File: config.mk
export PLATFORM = sky130hd
export DESIGN_NAME = sha256_224_hash_top
export DESIGN_NICKNAME = d
export VERILOG_FILES = /design/src/sha2_pkg.sv /design/src/sha2_ram.sv /design/src/sha256_224_hash_top.sv
export SDC_FILE = /design/constraint.sdc
export NUM_CORES = 2
export LEC_CHECK = 0
export ABC_AREA = 1
export BUFFER_PORTS_ARGS = -buffer_cell sky130_fd_sc_hd__buf_4
export CAP_MARGIN = 20
export CORE_ASPECT_RATIO = 1.5
export CORE_MARGIN = 2
export CORE_UTILIZATION = 65
export DETAILED_ROUTE_END_ITERATION = 7
export GPL_TIMING_DRIVEN = 0
export PLACE_DENSITY = 0.81
export SYNTH_ARGS = -nofsm -noshare
export SYNTH_HDL_FRONTEND = slang
export SYNTH_SLANG_ARGS = --single-unit
File: constraint.sdc
create_clock -name clk -period 10.5 [get_ports clk]
set_input_delay 1.05 -clock clk [delete_from_list [all_inputs] [get_ports clk]]
set_output_delay 1.05 -clock clk [all_outputs]
set_load 0.01 [all_outputs]
File: src/sha2_pkg.sv
// sha2_pkg: shared types, constants and round functions for the SHA-256/SHA-224 hasher.
// Used by sha256_224_hash_top; no dependencies.

package sha2_pkg;

    localparam int WORD_W      = 32;
    localparam int BLOCK_WORDS = 16;
    localparam int CHAIN_WORDS = 8;
    localparam int ROUNDS      = 64;
    localparam int COUNT_W     = 61;
    localparam int WADDR_W     = $clog2(BLOCK_WORDS);
    localparam int ROUND_W     = $clog2(ROUNDS);

    typedef logic [WORD_W-1:0] word_t;

    typedef enum logic [2:0] {
        ST_IDLE,
        ST_PAD_INIT,
        ST_PAD_FILL,
        ST_CMP,
        ST_CMP_ADD,
        ST_OUT
    } state_t;

    // Six steps per compression round through the single read port
    typedef enum logic [2:0] {
        PH_ADDR0,
        PH_W16,
        PH_W15,
        PH_W7,
        PH_SCHED,
        PH_ROUND
    } phase_t;

    // Where the sequencer goes once a compression is folded into the chain
    typedef enum logic [1:0] {
        RET_IDLE,
        RET_PAD_START,
        RET_PAD_TAIL,
        RET_DIGEST
    } ret_t;

    localparam logic [7:0]         PAD_BYTE      = 8'h80;
    localparam logic [5:0]         BYTE_POS_LAST = 6'h3F;
    localparam logic [WADDR_W-1:0] LEN_HI_IDX    = 4'd14;
    localparam logic [WADDR_W-1:0] LEN_LO_IDX    = 4'd15;
    localparam logic [WADDR_W-1:0] OFF_W15       = 4'd1;
    localparam logic [WADDR_W-1:0] OFF_W7        = 4'd9;
    localparam logic [WADDR_W-1:0] OFF_W2        = 4'd14;
    localparam logic [2:0]         LAST_IDX_256  = 3'd7;
    localparam logic [2:0]         LAST_IDX_224  = 3'd6;

    localparam word_t IV256 [CHAIN_WORDS] = '{
        32'h6A09E667, 32'hBB67AE85, 32'h3C6EF372, 32'hA54FF53A,
        32'h510E527F, 32'h9B05688C, 32'h1F83D9AB, 32'h5BE0CD19
    };

    localparam word_t IV224 [CHAIN_WORDS] = '{
        32'hC1059ED8, 32'h367CD507, 32'h3070DD17, 32'hF70E5939,
        32'hFFC00B31, 32'h68581511, 32'h64F98FA7, 32'hBEFA4FA4
    };

    localparam word_t ROUND_K [ROUNDS] = '{
        32'h428A2F98, 32'h71374491, 32'hB5C0FBCF, 32'hE9B5DBA5,
        32'h3956C25B, 32'h59F111F1, 32'h923F82A4, 32'hAB1C5ED5,
        32'hD807AA98, 32'h12835B01, 32'h243185BE, 32'h550C7DC3,
        32'h72BE5D74, 32'h80DEB1FE, 32'h9BDC06A7, 32'hC19BF174,
        32'hE49B69C1, 32'hEFBE4786, 32'h0FC19DC6, 32'h240CA1CC,
        32'h2DE92C6F, 32'h4A7484AA, 32'h5CB0A9DC, 32'h76F988DA,
        32'h983E5152, 32'hA831C66D, 32'hB00327C8, 32'hBF597FC7,
        32'hC6E00BF3, 32'hD5A79147, 32'h06CA6351, 32'h14292967,
        32'h27B70A85, 32'h2E1B2138, 32'h4D2C6DFC, 32'h53380D13,
        32'h650A7354, 32'h766A0ABB, 32'h81C2C92E, 32'h92722C85,
        32'hA2BFE8A1, 32'hA81A664B, 32'hC24B8B70, 32'hC76C51A3,
        32'hD192E819, 32'hD6990624, 32'hF40E3585, 32'h106AA070,
        32'h19A4C116, 32'h1E376C08, 32'h2748774C, 32'h34B0BCB5,
        32'h391C0CB3, 32'h4ED8AA4A, 32'h5B9CCA4F, 32'h682E6FF3,
        32'h748F82EE, 32'h78A5636F, 32'h84C87814, 32'h8CC70208,
        32'h90BEFFFA, 32'hA4506CEB, 32'hBEF9A3F7, 32'hC67178F2
    };

    function automatic word_t rotr(input word_t x, input int unsigned n);
        return (x >> n) | (x << (WORD_W - n));
    endfunction

    function automatic word_t bsig0(input word_t a);
        return rotr(a, 2) ^ rotr(a, 13) ^ rotr(a, 22);
    endfunction

    function automatic word_t bsig1(input word_t e);
        return rotr(e, 6) ^ rotr(e, 11) ^ rotr(e, 25);
    endfunction

    function automatic word_t ssig0(input word_t x);
        return rotr(x, 7) ^ rotr(x, 18) ^ (x >> 3);
    endfunction

    function automatic word_t ssig1(input word_t x);
        return rotr(x, 17) ^ rotr(x, 19) ^ (x >> 10);
    endfunction

    function automatic word_t ch(input word_t e, input word_t f, input word_t g);
        return g ^ (e & (f ^ g));
    endfunction

    function automatic word_t maj(input word_t a, input word_t b, input word_t c);
        return (a & b) | (c & (a | b));
    endfunction

    // Drop a byte into its big-endian lane of a word
    function automatic word_t put_lane(input word_t w, input logic [1:0] lane,
                                       input logic [7:0] b);
        word_t r;
        r = w;
        unique case (lane)
            2'd0: r[31:24] = b;
            2'd1: r[23:16] = b;
            2'd2: r[15:8]  = b;
            2'd3: r[7:0]   = b;
        endcase
        return r;
    endfunction

    // Keep lanes before the pad lane, put the pad marker, zero the rest
    function automatic word_t pad_word(input word_t w, input logic [1:0] lane);
        word_t r;
        unique case (lane)
            2'd0: r = {PAD_BYTE, 24'h000000};
            2'd1: r = {w[31:24], PAD_BYTE, 16'h0000};
            2'd2: r = {w[31:16], PAD_BYTE, 8'h00};
            2'd3: r = {w[31:8], PAD_BYTE};
        endcase
        return r;
    endfunction

endpackage

File: src/sha2_ram.sv
// sha2_ram: generic single-write, single-read synchronous RAM with registered read.
// Standalone; no package dependency.

module sha2_ram #(
    parameter int WIDTH = 32,
    parameter int DEPTH = 16,
    localparam int AW   = $clog2(DEPTH)
) (
    input  logic             clk,
    input  logic             we,
    input  logic [AW-1:0]    waddr,
    input  logic [WIDTH-1:0] wdata,
    input  logic [AW-1:0]    raddr,
    output logic [WIDTH-1:0] rdata
);

    logic [WIDTH-1:0] mem_reg [DEPTH];
    logic [WIDTH-1:0] rdata_reg;

    always_ff @(posedge clk)
    begin
        if (we)
        begin
            mem_reg[waddr] <= wdata;
        end
        rdata_reg <= mem_reg[raddr];
    end

    assign rdata = rdata_reg;

endmodule

File: src/sha256_224_hash_top.sv
// sha256_224_hash_top: byte-streaming SHA-256 / SHA-224 hasher.
// Depends on sha2_pkg and sha2_ram.

// Feed the message one word per handshake on the item channel: data_byte with has_byte set
// carries a byte, end_of_message closes the message (a byte in the same word is absorbed
// first; an end word with no byte allows the empty message). Bytes are taken one per cycle
// while the block store fills. The sixteen message words and, during compression, the
// rolling message schedule live in one 16 x 32 RAM with one read and one write port; each
// of the 64 rounds runs four schedule reads, the schedule add and the round update, and a
// full 64-byte block holds item_ready low through all 64 rounds and the chain add.
// At end of message the block takes a setup step and then writes each padded word, then
// one or two compressions (two when fewer than nine bytes remain in the final block), then
// eight digest words (seven in SHA-224 mode) go out one per cycle as digest_ready
// allows, word 0 first, last_word on the final one. The digest register parts the two
// sides: the next message can start while the final digest word still waits. A write on
// the configuration port selects the mode and restarts the message; issue it only while
// the hasher is idle.

module sha256_224_hash_top (
    input  logic             clk,
    input  logic             rst_n,
    input  logic             cfg_write,
    input  logic             cfg_data,
    input  logic             item_valid,
    output logic             item_ready,
    input  logic [7:0]       data_byte,
    input  logic             has_byte,
    input  logic             end_of_message,
    output logic             digest_valid,
    input  logic             digest_ready,
    output sha2_pkg::word_t  digest_word,
    output logic [2:0]       word_index,
    output logic             last_word
);

    import sha2_pkg::*;

    // Sequencer and control
    state_t                 state_reg,   state_next;
    phase_t                 phase_reg,   phase_next;
    ret_t                   ret_reg,     ret_next;
    logic [ROUND_W-1:0]     round_reg,   round_next;
    logic [COUNT_W-1:0]     count_reg,   count_next;
    logic                   mode_reg,    mode_next;
    logic                   first_reg,   first_next;
    logic                   lenblk_reg,  lenblk_next;
    logic [WADDR_W-1:0]     pad_idx_reg, pad_idx_next;
    logic [2:0]             out_idx_reg, out_idx_next;

    // Hash state and datapath
    word_t                  chain_reg [CHAIN_WORDS];
    word_t                  chain_next [CHAIN_WORDS];
    word_t                  v_reg [CHAIN_WORDS];
    word_t                  v_next [CHAIN_WORDS];
    word_t                  w_reg,  w_next;
    word_t                  d0_reg, d0_next;
    word_t                  d1_reg, d1_next;
    word_t                  d2_reg, d2_next;
    word_t                  acc_reg, acc_next;

    // Digest output register
    logic                   out_valid_reg, out_valid_next;
    word_t                  out_word_reg,  out_word_next;
    logic [2:0]             out_index_reg, out_index_next;
    logic                   out_last_reg,  out_last_next;

    // Block store port
    logic                   ram_we;
    logic [WADDR_W-1:0]     ram_waddr;
    word_t                  ram_wdata;
    logic [WADDR_W-1:0]     ram_raddr;
    word_t                  ram_rdata;

    logic                   item_fire;
    logic                   out_free;
    logic [2:0]             last_idx;

    sha2_ram #(
        .WIDTH (WORD_W),
        .DEPTH (BLOCK_WORDS)
    ) u_block_ram (
        .clk   (clk),
        .we    (ram_we),
        .waddr (ram_waddr),
        .wdata (ram_wdata),
        .raddr (ram_raddr),
        .rdata (ram_rdata)
    );

    assign item_ready = (state_reg == ST_IDLE);
    assign item_fire  = item_valid && item_ready;
    assign out_free   = !out_valid_reg || digest_ready;
    assign last_idx   = mode_reg ? LAST_IDX_224 : LAST_IDX_256;

    always_comb
    begin
        word_t t1;
        word_t t2;
        logic  load_v;

        state_next     = state_reg;
        phase_next     = phase_reg;
        ret_next       = ret_reg;
        round_next     = round_reg;
        count_next     = count_reg;
        mode_next      = mode_reg;
        first_next     = first_reg;
        lenblk_next    = lenblk_reg;
        pad_idx_next   = pad_idx_reg;
        out_idx_next   = out_idx_reg;
        chain_next     = chain_reg;
        v_next         = v_reg;
        w_next         = w_reg;
        d0_next        = d0_reg;
        d1_next        = d1_reg;
        d2_next        = d2_reg;
        acc_next       = acc_reg;
        out_valid_next = out_valid_reg && !digest_ready;
        out_word_next  = out_word_reg;
        out_index_next = out_index_reg;
        out_last_next  = out_last_reg;
        ram_we         = 1'b0;
        ram_waddr      = round_reg[WADDR_W-1:0];
        ram_wdata      = w_reg;
        ram_raddr      = round_reg[WADDR_W-1:0];
        load_v         = 1'b0;
        t1             = '0;
        t2             = '0;

        unique case (state_reg)
            ST_IDLE:
            begin
                if (item_fire)
                begin
                    if (has_byte)
                    begin
                        // Pack the byte; write the word back once its last lane fills
                        acc_next   = put_lane(acc_reg, count_reg[1:0], data_byte);
                        count_next = count_reg + COUNT_W'(1);
                        if (count_reg[1:0] == 2'b11)
                        begin
                            ram_we    = 1'b1;
                            ram_waddr = count_reg[5:2];
                            ram_wdata = acc_next;
                        end
                        if (count_reg[5:0] == BYTE_POS_LAST)
                        begin
                            state_next = ST_CMP;
                            load_v     = 1'b1;
                            ret_next   = end_of_message ? RET_PAD_START : RET_IDLE;
                        end
                        else if (end_of_message)
                        begin
                            state_next = ST_PAD_INIT;
                        end
                    end
                    else if (end_of_message)
                    begin
                        state_next = ST_PAD_INIT;
                    end
                end
            end

            ST_PAD_INIT:
            begin
                // Length fits in this block only if the marker lands before byte 56
                pad_idx_next = count_reg[5:2];
                first_next   = 1'b1;
                lenblk_next  = (count_reg[5:3] != 3'b111);
                state_next   = ST_PAD_FILL;
            end

            ST_PAD_FILL:
            begin
                ram_we    = 1'b1;
                ram_waddr = pad_idx_reg;
                if (first_reg)
                begin
                    ram_wdata = pad_word(acc_reg, count_reg[1:0]);
                end
                else if (lenblk_reg && (pad_idx_reg == LEN_HI_IDX))
                begin
                    ram_wdata = count_reg[COUNT_W-1:29];
                end
                else if (lenblk_reg && (pad_idx_reg == LEN_LO_IDX))
                begin
                    ram_wdata = {count_reg[28:0], 3'b000};
                end
                else
                begin
                    ram_wdata = '0;
                end
                first_next = 1'b0;
                if (pad_idx_reg == LEN_LO_IDX)
                begin
                    state_next = ST_CMP;
                    load_v     = 1'b1;
                    ret_next   = lenblk_reg ? RET_DIGEST : RET_PAD_TAIL;
                end
                else
                begin
                    pad_idx_next = pad_idx_reg + WADDR_W'(1);
                end
            end

            ST_CMP:
            begin
                unique case (phase_reg)
                    PH_ADDR0:
                    begin
                        ram_raddr  = round_reg[WADDR_W-1:0];
                        phase_next = PH_W16;
                    end
                    PH_W16:
                    begin
                        d0_next    = ram_rdata;
                        ram_raddr  = round_reg[WADDR_W-1:0] + OFF_W15;
                        phase_next = PH_W15;
                    end
                    PH_W15:
                    begin
                        d1_next    = ram_rdata;
                        ram_raddr  = round_reg[WADDR_W-1:0] + OFF_W7;
                        phase_next = PH_W7;
                    end
                    PH_W7:
                    begin
                        d2_next    = ram_rdata;
                        ram_raddr  = round_reg[WADDR_W-1:0] + OFF_W2;
                        phase_next = PH_SCHED;
                    end
                    PH_SCHED:
                    begin
                        // First sixteen rounds use the block word as is
                        if (round_reg[ROUND_W-1:WADDR_W] == '0)
                        begin
                            w_next = d0_reg;
                        end
                        else
                        begin
                            w_next = ssig1(ram_rdata) + d2_reg + ssig0(d1_reg) + d0_reg;
                        end
                        ram_we     = 1'b1;
                        ram_waddr  = round_reg[WADDR_W-1:0];
                        ram_wdata  = w_next;
                        phase_next = PH_ROUND;
                    end
                    PH_ROUND:
                    begin
                        t1 = v_reg[7] + bsig1(v_reg[4]) + ch(v_reg[4], v_reg[5], v_reg[6])
                           + ROUND_K[round_reg] + w_reg;
                        t2 = bsig0(v_reg[0]) + maj(v_reg[0], v_reg[1], v_reg[2]);
                        v_next[7] = v_reg[6];
                        v_next[6] = v_reg[5];
                        v_next[5] = v_reg[4];
                        v_next[4] = v_reg[3] + t1;
                        v_next[3] = v_reg[2];
                        v_next[2] = v_reg[1];
                        v_next[1] = v_reg[0];
                        v_next[0] = t1 + t2;
                        round_next = round_reg + ROUND_W'(1);
                        phase_next = PH_ADDR0;
                        if (round_reg == ROUND_W'(ROUNDS - 1))
                        begin
                            state_next = ST_CMP_ADD;
                        end
                    end
                    default:
                    begin
                        phase_next = PH_ADDR0;
                    end
                endcase
            end

            ST_CMP_ADD:
            begin
                for (int k = 0; k < CHAIN_WORDS; k++)
                begin
                    chain_next[k] = chain_reg[k] + v_reg[k];
                end
                unique case (ret_reg)
                    RET_IDLE:
                    begin
                        state_next = ST_IDLE;
                    end
                    RET_PAD_START:
                    begin
                        state_next = ST_PAD_INIT;
                    end
                    RET_PAD_TAIL:
                    begin
                        pad_idx_next = '0;
                        first_next   = 1'b0;
                        lenblk_next  = 1'b1;
                        state_next   = ST_PAD_FILL;
                    end
                    RET_DIGEST:
                    begin
                        out_idx_next = '0;
                        state_next   = ST_OUT;
                    end
                endcase
            end

            ST_OUT:
            begin
                if (out_free)
                begin
                    out_valid_next = 1'b1;
                    out_word_next  = chain_reg[out_idx_reg];
                    out_index_next = out_idx_reg;
                    out_last_next  = (out_idx_reg == last_idx);
                    if (out_idx_reg == last_idx)
                    begin
                        // Reload initial values for the next message
                        for (int k = 0; k < CHAIN_WORDS; k++)
                        begin
                            chain_next[k] = mode_reg ? IV224[k] : IV256[k];
                        end
                        count_next = '0;
                        state_next = ST_IDLE;
                    end
                    else
                    begin
                        out_idx_next = out_idx_reg + 3'd1;
                    end
                end
            end

            default:
            begin
                state_next = ST_IDLE;
            end
        endcase

        if (load_v)
        begin
            v_next     = chain_reg;
            round_next = '0;
            phase_next = PH_ADDR0;
        end

        // Mode write restarts the message with the new initial values
        if (cfg_write)
        begin
            mode_next  = cfg_data;
            for (int k = 0; k < CHAIN_WORDS; k++)
            begin
                chain_next[k] = cfg_data ? IV224[k] : IV256[k];
            end
            count_next = '0;
        end
    end

    always_ff @(posedge clk or negedge rst_n)
    begin
        if (!rst_n)
        begin
            state_reg     <= ST_IDLE;
            phase_reg     <= PH_ADDR0;
            ret_reg       <= RET_IDLE;
            round_reg     <= '0;
            count_reg     <= '0;
            mode_reg      <= 1'b0;
            first_reg     <= 1'b0;
            lenblk_reg    <= 1'b0;
            pad_idx_reg   <= '0;
            out_idx_reg   <= '0;
            chain_reg     <= IV256;
            out_valid_reg <= 1'b0;
        end
        else
        begin
            state_reg     <= state_next;
            phase_reg     <= phase_next;
            ret_reg       <= ret_next;
            round_reg     <= round_next;
            count_reg     <= count_next;
            mode_reg      <= mode_next;
            first_reg     <= first_next;
            lenblk_reg    <= lenblk_next;
            pad_idx_reg   <= pad_idx_next;
            out_idx_reg   <= out_idx_next;
            chain_reg     <= chain_next;
            out_valid_reg <= out_valid_next;
        end
    end

    always_ff @(posedge clk)
    begin
        v_reg         <= v_next;
        w_reg         <= w_next;
        d0_reg        <= d0_next;
        d1_reg        <= d1_next;
        d2_reg        <= d2_next;
        acc_reg       <= acc_next;
        out_word_reg  <= out_word_next;
        out_index_reg <= out_index_next;
        out_last_reg  <= out_last_next;
    end

    assign digest_valid = out_valid_reg;
    assign digest_word  = out_word_reg;
    assign word_index   = out_index_reg;
    assign last_word    = out_last_reg;

`ifndef SYNTHESIS
    a_last_index: assert property (@(posedge clk) disable iff (!rst_n)
        digest_valid && last_word |-> word_index == last_idx)
        else $error("last digest word at wrong index");

    a_round_quiet: assert property (@(posedge clk) disable iff (!rst_n)
        state_reg != ST_CMP |-> round_reg == '0 && phase_reg == PH_ADDR0)
        else $error("round sequencer active outside compression");

    a_block_full: assert property (@(posedge clk) disable iff (!rst_n)
        item_fire && has_byte && count_reg[5:0] == BYTE_POS_LAST |=> state_reg == ST_CMP)
        else $error("full block did not start compression");

    a_words_follow: assert property (@(posedge clk) disable iff (!rst_n)
        digest_valid && digest_ready && !last_word |=> digest_valid)
        else $error("gap inside digest word sequence");
`endif

endmodule
==> results.yml, run 1 <==
run_status:
  status: "stopped before the end"
  stop_stage: "5_1_grt"
  stop_error: "[ERROR GRT-0116] Global routing finished with congestion. Check the congestion regions in the DRC Viewer."
clock_network:
  post_cts_resize_count: 0
  cts_setup_buffers: 0
  cts_sinks: 1330
  cts_buffer_depth: 3
  htree_levels: 3
  cts_root_buf: "clkbuf_16"
  hold_buffers: 0
  cts_made_buffers: 120
synth:
  synthFlopType: "edfxtp_1"
  ys_warn_count: 0
  synthTopCellsByArea: "edfxtp_1, nand2_1, o21ai_0, inv_1, dfrtp_1"
  synth_seq_cells: 1330
  async_flop_share_pct: 25.71
  synth_top_area_share_pct: 32.08
  netlist_area_um2: 89480
  synth_cell_types: 72
  synth_area_per_cell_um2: 8.266
  yosysSeqAreaShare_pct: 42.55
  syn_nets: 11450
  yosysTopAreaCell: "edfxtp_1"
  synth_edf_count: 956
  syn_inst: 10830
die:
  ios: 54
  die_w_um: 307.0
  dieHeight_um: 458.4
  rows: 166
  start_util_pct: 65.58
grt:
  grt_pass1_vias: 103100
  grt.total_usage_pct: 79.12
  grt_max_degree: 105
  overflow: 2595
  grt_pass1_wl_mm: 830.8
placement:
  io_buffers: 52
  dp_hpwl_mm: 349.6
  place_ws_ns: 1.203
  placed_cell_area_um2: 93690
  place_congestion: 1.424
==> synthesized netlist by cell type (all sizes together) (79+ instances only) <==
library cell / count
nand2: 1993
xor2: 192
o21ai: 1408
ha: 409
o21bai: 121
o221ai: 96
edfxtp: 956
nand3: 477
o211ai: 114
a31oi: 79
fa: 195
inv: 1456
a21oi: 779
clkbuf: 273
buf: 124
dfrtp: 206
nor2: 939
nor3: 133
dfstp: 136
xnor2: 180
nand4: 118
==> per-layer routing <==
layer / overflow / global-route usage (%)
met1: 26 / 75.92
met2: 1667 / 98.15
met3: 82 / 62.25
met4: 803 / 82.78
met5: 17 / 35.06
==> stage by stage <==
stage	cells	hold WS [ns]
floorplan	10830	0.4633
global placement	12640	0.4871
detailed placement	12730	0.4954
CTS	12960	0.2736
==> cell families after synthesis <==
group / synth area share [%]
flip-flops: 42.55
AND/OR/NAND/NOR: 17.34
buffers and inverters: 7.974
adder cells (fa/ha/maj): 10.08
AO/OA/AOI/OAI: 18.40
multiplexers: 0.01119
XOR/XNOR: 3.641
==> run 2, diff against run 1 <==
Settings changed: CORE_ASPECT_RATIO 1.5 to not set, CORE_UTILIZATION 65 to 40, PLACE_DENSITY 0.81 to not set, PLACE_DENSITY_LB_ADDON set to 0.15.
==> run 2 against run 1 <==
The run now ends clean. Synthesized cell count stayed put. Area after synthesis stayed put.
==> results.yml, run 2 <==
sta:
  finalMaxSlewViolations: 0
  tns_ns: 0
  max_freq_mhz: 99.00
  setup-violations-final: 0
  fin_worst_skew_ns: 0.08452
  fin_crit_sh_pct: 96.20
  worst_pin_slew_ns: 1.336
  rsz0062_at_grt: "no"
  holdWs_ns: 0.4194
  slew_headroom_pct: 10.28
  finalHoldViolations: 0
  period_minus_slack_ns: 10.10
pwr:
  leakage_nw: 42.15
  power_density_nw_per_um2: 126.1
  ir_drop_mv: 0.2062
synth:
  synth_cell_types: 72
  muxShareOfSynthArea_pct: 0.01119
  yosysSeqAreaShare_pct: 42.55
  synth_area_per_cell_um2: 8.266
  synth_adder_area_share_pct: 10.08
  synthXorXnorAreaFrac_pct: 3.641
  yosysTopAreaCell: "edfxtp_1"
  netlist_area_um2: 89480
  synth_edf_count: 956
  synthFlopType: "edfxtp_1"
  synth_top_area_share_pct: 32.08
  yosysMostFrequentCell: "nand2_1"
  async_flop_share_pct: 25.71
  synth_common_cells: "nand2_1, inv_1, o21ai_0, edfxtp_1, nor2_1"
  synth_compound_area_share_pct: 18.40
  syn_inst: 10830
  syn_nets: 11450
  ys_warn_count: 0
  synthTopCellsByArea: "edfxtp_1, nand2_1, o21ai_0, inv_1, dfrtp_1"
  synth_top_family_by_area: "compound AO/OA/AOI/OAI gates"
  synth-simple-area-share_pct: 17.34
  synth_seq_cells: 1330
final_layout:
  drive_gt1_share_pct: 6.799
  layout_common_cells: "nand2_1, inv_1, o21ai_0, edfxtp_1, nor2_1"
  nFillCells: 22370
  layout_commonest_cell: "nand2_1"
  final_area_um2: 100900
  area_growth_syn_to_layout_pct: 12.78
  fin_util_pct: 45.40
  final_cells: 14300
  fin_nets: 11750
  largest_reg_flops: 512
grt:
  overflow: 0
  grt_max_degree: 94
  antenna_found_initial: 85
  grt_pass1_wl_mm: 653.6
  grt.total_usage_pct: 41.46
  grt_pass1_vias: 79060
worst_hold_path:
  whs_endpoint: "digest_valid"
  min_path_type: "input pin to flip-flop"
  min_from: "digest_ready"
  whs_path_depth: 2
clock_network:
  clk_pin_slew_ns: 0.07
  cts_buffer_depth: 3
  cts_sinks: 1330
  cts_tree: "built"
  insertion_delay_ns: 0.89
  cts_root_buf: "clkbuf_16"
  htree_levels: 4
  cts_made_buffers: 155
setup_path:
  slowest_stage: "dfrtp_1"
  critPathMaxFanout: 22
  slowest_delay_ns: 0.84
  reg2reg_to: "v_reg[254]"
  crit_required_ns: 11.05
  cp-end-kind: "flip-flop"
  cpMostUsedCell: "nand2_1"
  worst-setup-path-type: "flip-flop to flip-flop"
  reg2reg_slack_ns: 0.40
  reg2reg_from: "round_reg[2]"
  startpoint_type: "flip-flop"
  r2r_cells: 31
  arrival_ns: 10.65
routing:
  route.detailed.wl_per_inst_um: 34.13
  drt_wl_total_mm: 488.1
  m1WireLength_mm: 213.1
  drtIter0Drc: 15730
  top_layer: "met5"
  drc: 0
  firstDrtPassIters: 7
  drt-vias-per-instance: 6.196
  met3WireLength_mm: 80.43
  vias: 88610
  postRouteAntennaNets: 0
  wl_met2_mm: 176.0
die:
  coreArea_um2: 222300
  dieHeight_um: 477.0
  die_w_um: 477.0
  ios: 54
  die_area_um2: 227500
  rows: 173
  start_util_pct: 40.25
run_status:
  status: "finished, final reports clean"
placement:
  dp_hpwl_mm: 392.0
  dp.cells: 13930
  place_congestion: 1.131
  placed_cell_area_um2: 95160
  io_buffers: 52
flow_run:
  drv_cap: 0
run 2: cell counts after synthesis:
Identical to the previous run, type by type.
run 2: critical path: cells and delay by family, from the launching register on:
kind	cells	cell delay, ns
AND/OR/NAND/NOR	13	3.13
AO/OA/AOI/OAI	6	2.15
adder cells (fa/ha/maj)	5	2.00
buffers and inverters	6	1.25
flip-flops	1	0.84
XOR/XNOR	1	0.40
run 2: metal layers:
layer  vias up  global-route usage [%]
li1      37620                       -
met2      6369                   50.68
met4        52                   13.31
met1     43740                   61.69
met5         -                   3.803
met3       829                   19.88
run 2: how the worst max path moves through the flow:
stage,startpoint,endpoint,slack (ns),depth (start not counted)
after floorplan,has_byte,round_reg[0],1.73,10
after global placement,has_byte,v_reg[216],-5.34,10
after detailed placement,round_reg[1],v_reg[254],0.40,30
after CTS,round_reg[1],v_reg[254],0.33,30
after global routing,round_reg[2],v_reg[254],0.17,31
final,round_reg[2],v_reg[254],0.40,31
run 2: kinds of logic after synthesis:
family	Yosys count
multiplexers	1
XOR/XNOR	372
adder cells (fa/ha/maj)	604
flip-flops	1330
buffers and inverters	1858
AND/OR/NAND/NOR	3751
AO/OA/AOI/OAI	2909
run 2: area by class of cell:
| type | instances | area, um2 | share of cell area, % |
|---|---|---|---|
| diodes | 61 | 152.6 | 0.1513 |
| multi-input cells | 7637 | 44450 | 44.04 |
| clock buffers | 212 | 4253 | 4.214 |
| well taps | 2975 | 3722 | 3.689 |
| inverters | 1461 | 5488 | 5.438 |
| plain buffers | 397 | 1694 | 1.679 |
| clock inverters | 78 | 1117 | 1.107 |
| flip-flops and latches | 1330 | 38080 | 37.73 |
| repair buffers | 151 | 1967 | 1.949 |
run 2: per-stage QoR:
step | total power [mW] | setup WS, ns
5_1_grt | 12.98 | 0.1722
6_report | 12.72 | 0.3986
3_5_place_dp | 6.952 | 0.4032
2_1_floorplan | 6.432 | 1.735
4_1_cts | 12.66 | 0.3346
3_3_place_gp | 6.937 | -5.343
run 2: what timing repair did:
action                                  CTS  global route
buffers inserted                          0             3
gates resized for setup                   0             2
hold buffers                              1             0
endpoints found under the setup margin    0             6
hold endpoints to repair                  6             0
run 2: power breakdown:
part | leakage [nW] | switching (mW) | internal (mW) | total (mW)
logic | 26.2 | 0.804 | 0.293 | 1.10
clock network | 2.55 | 2.56 | 3.24 | 5.79
registers | 13.4 | 0.152 | 5.68 | 5.83
Note: power is estimated with default switching activity, not from simulation.
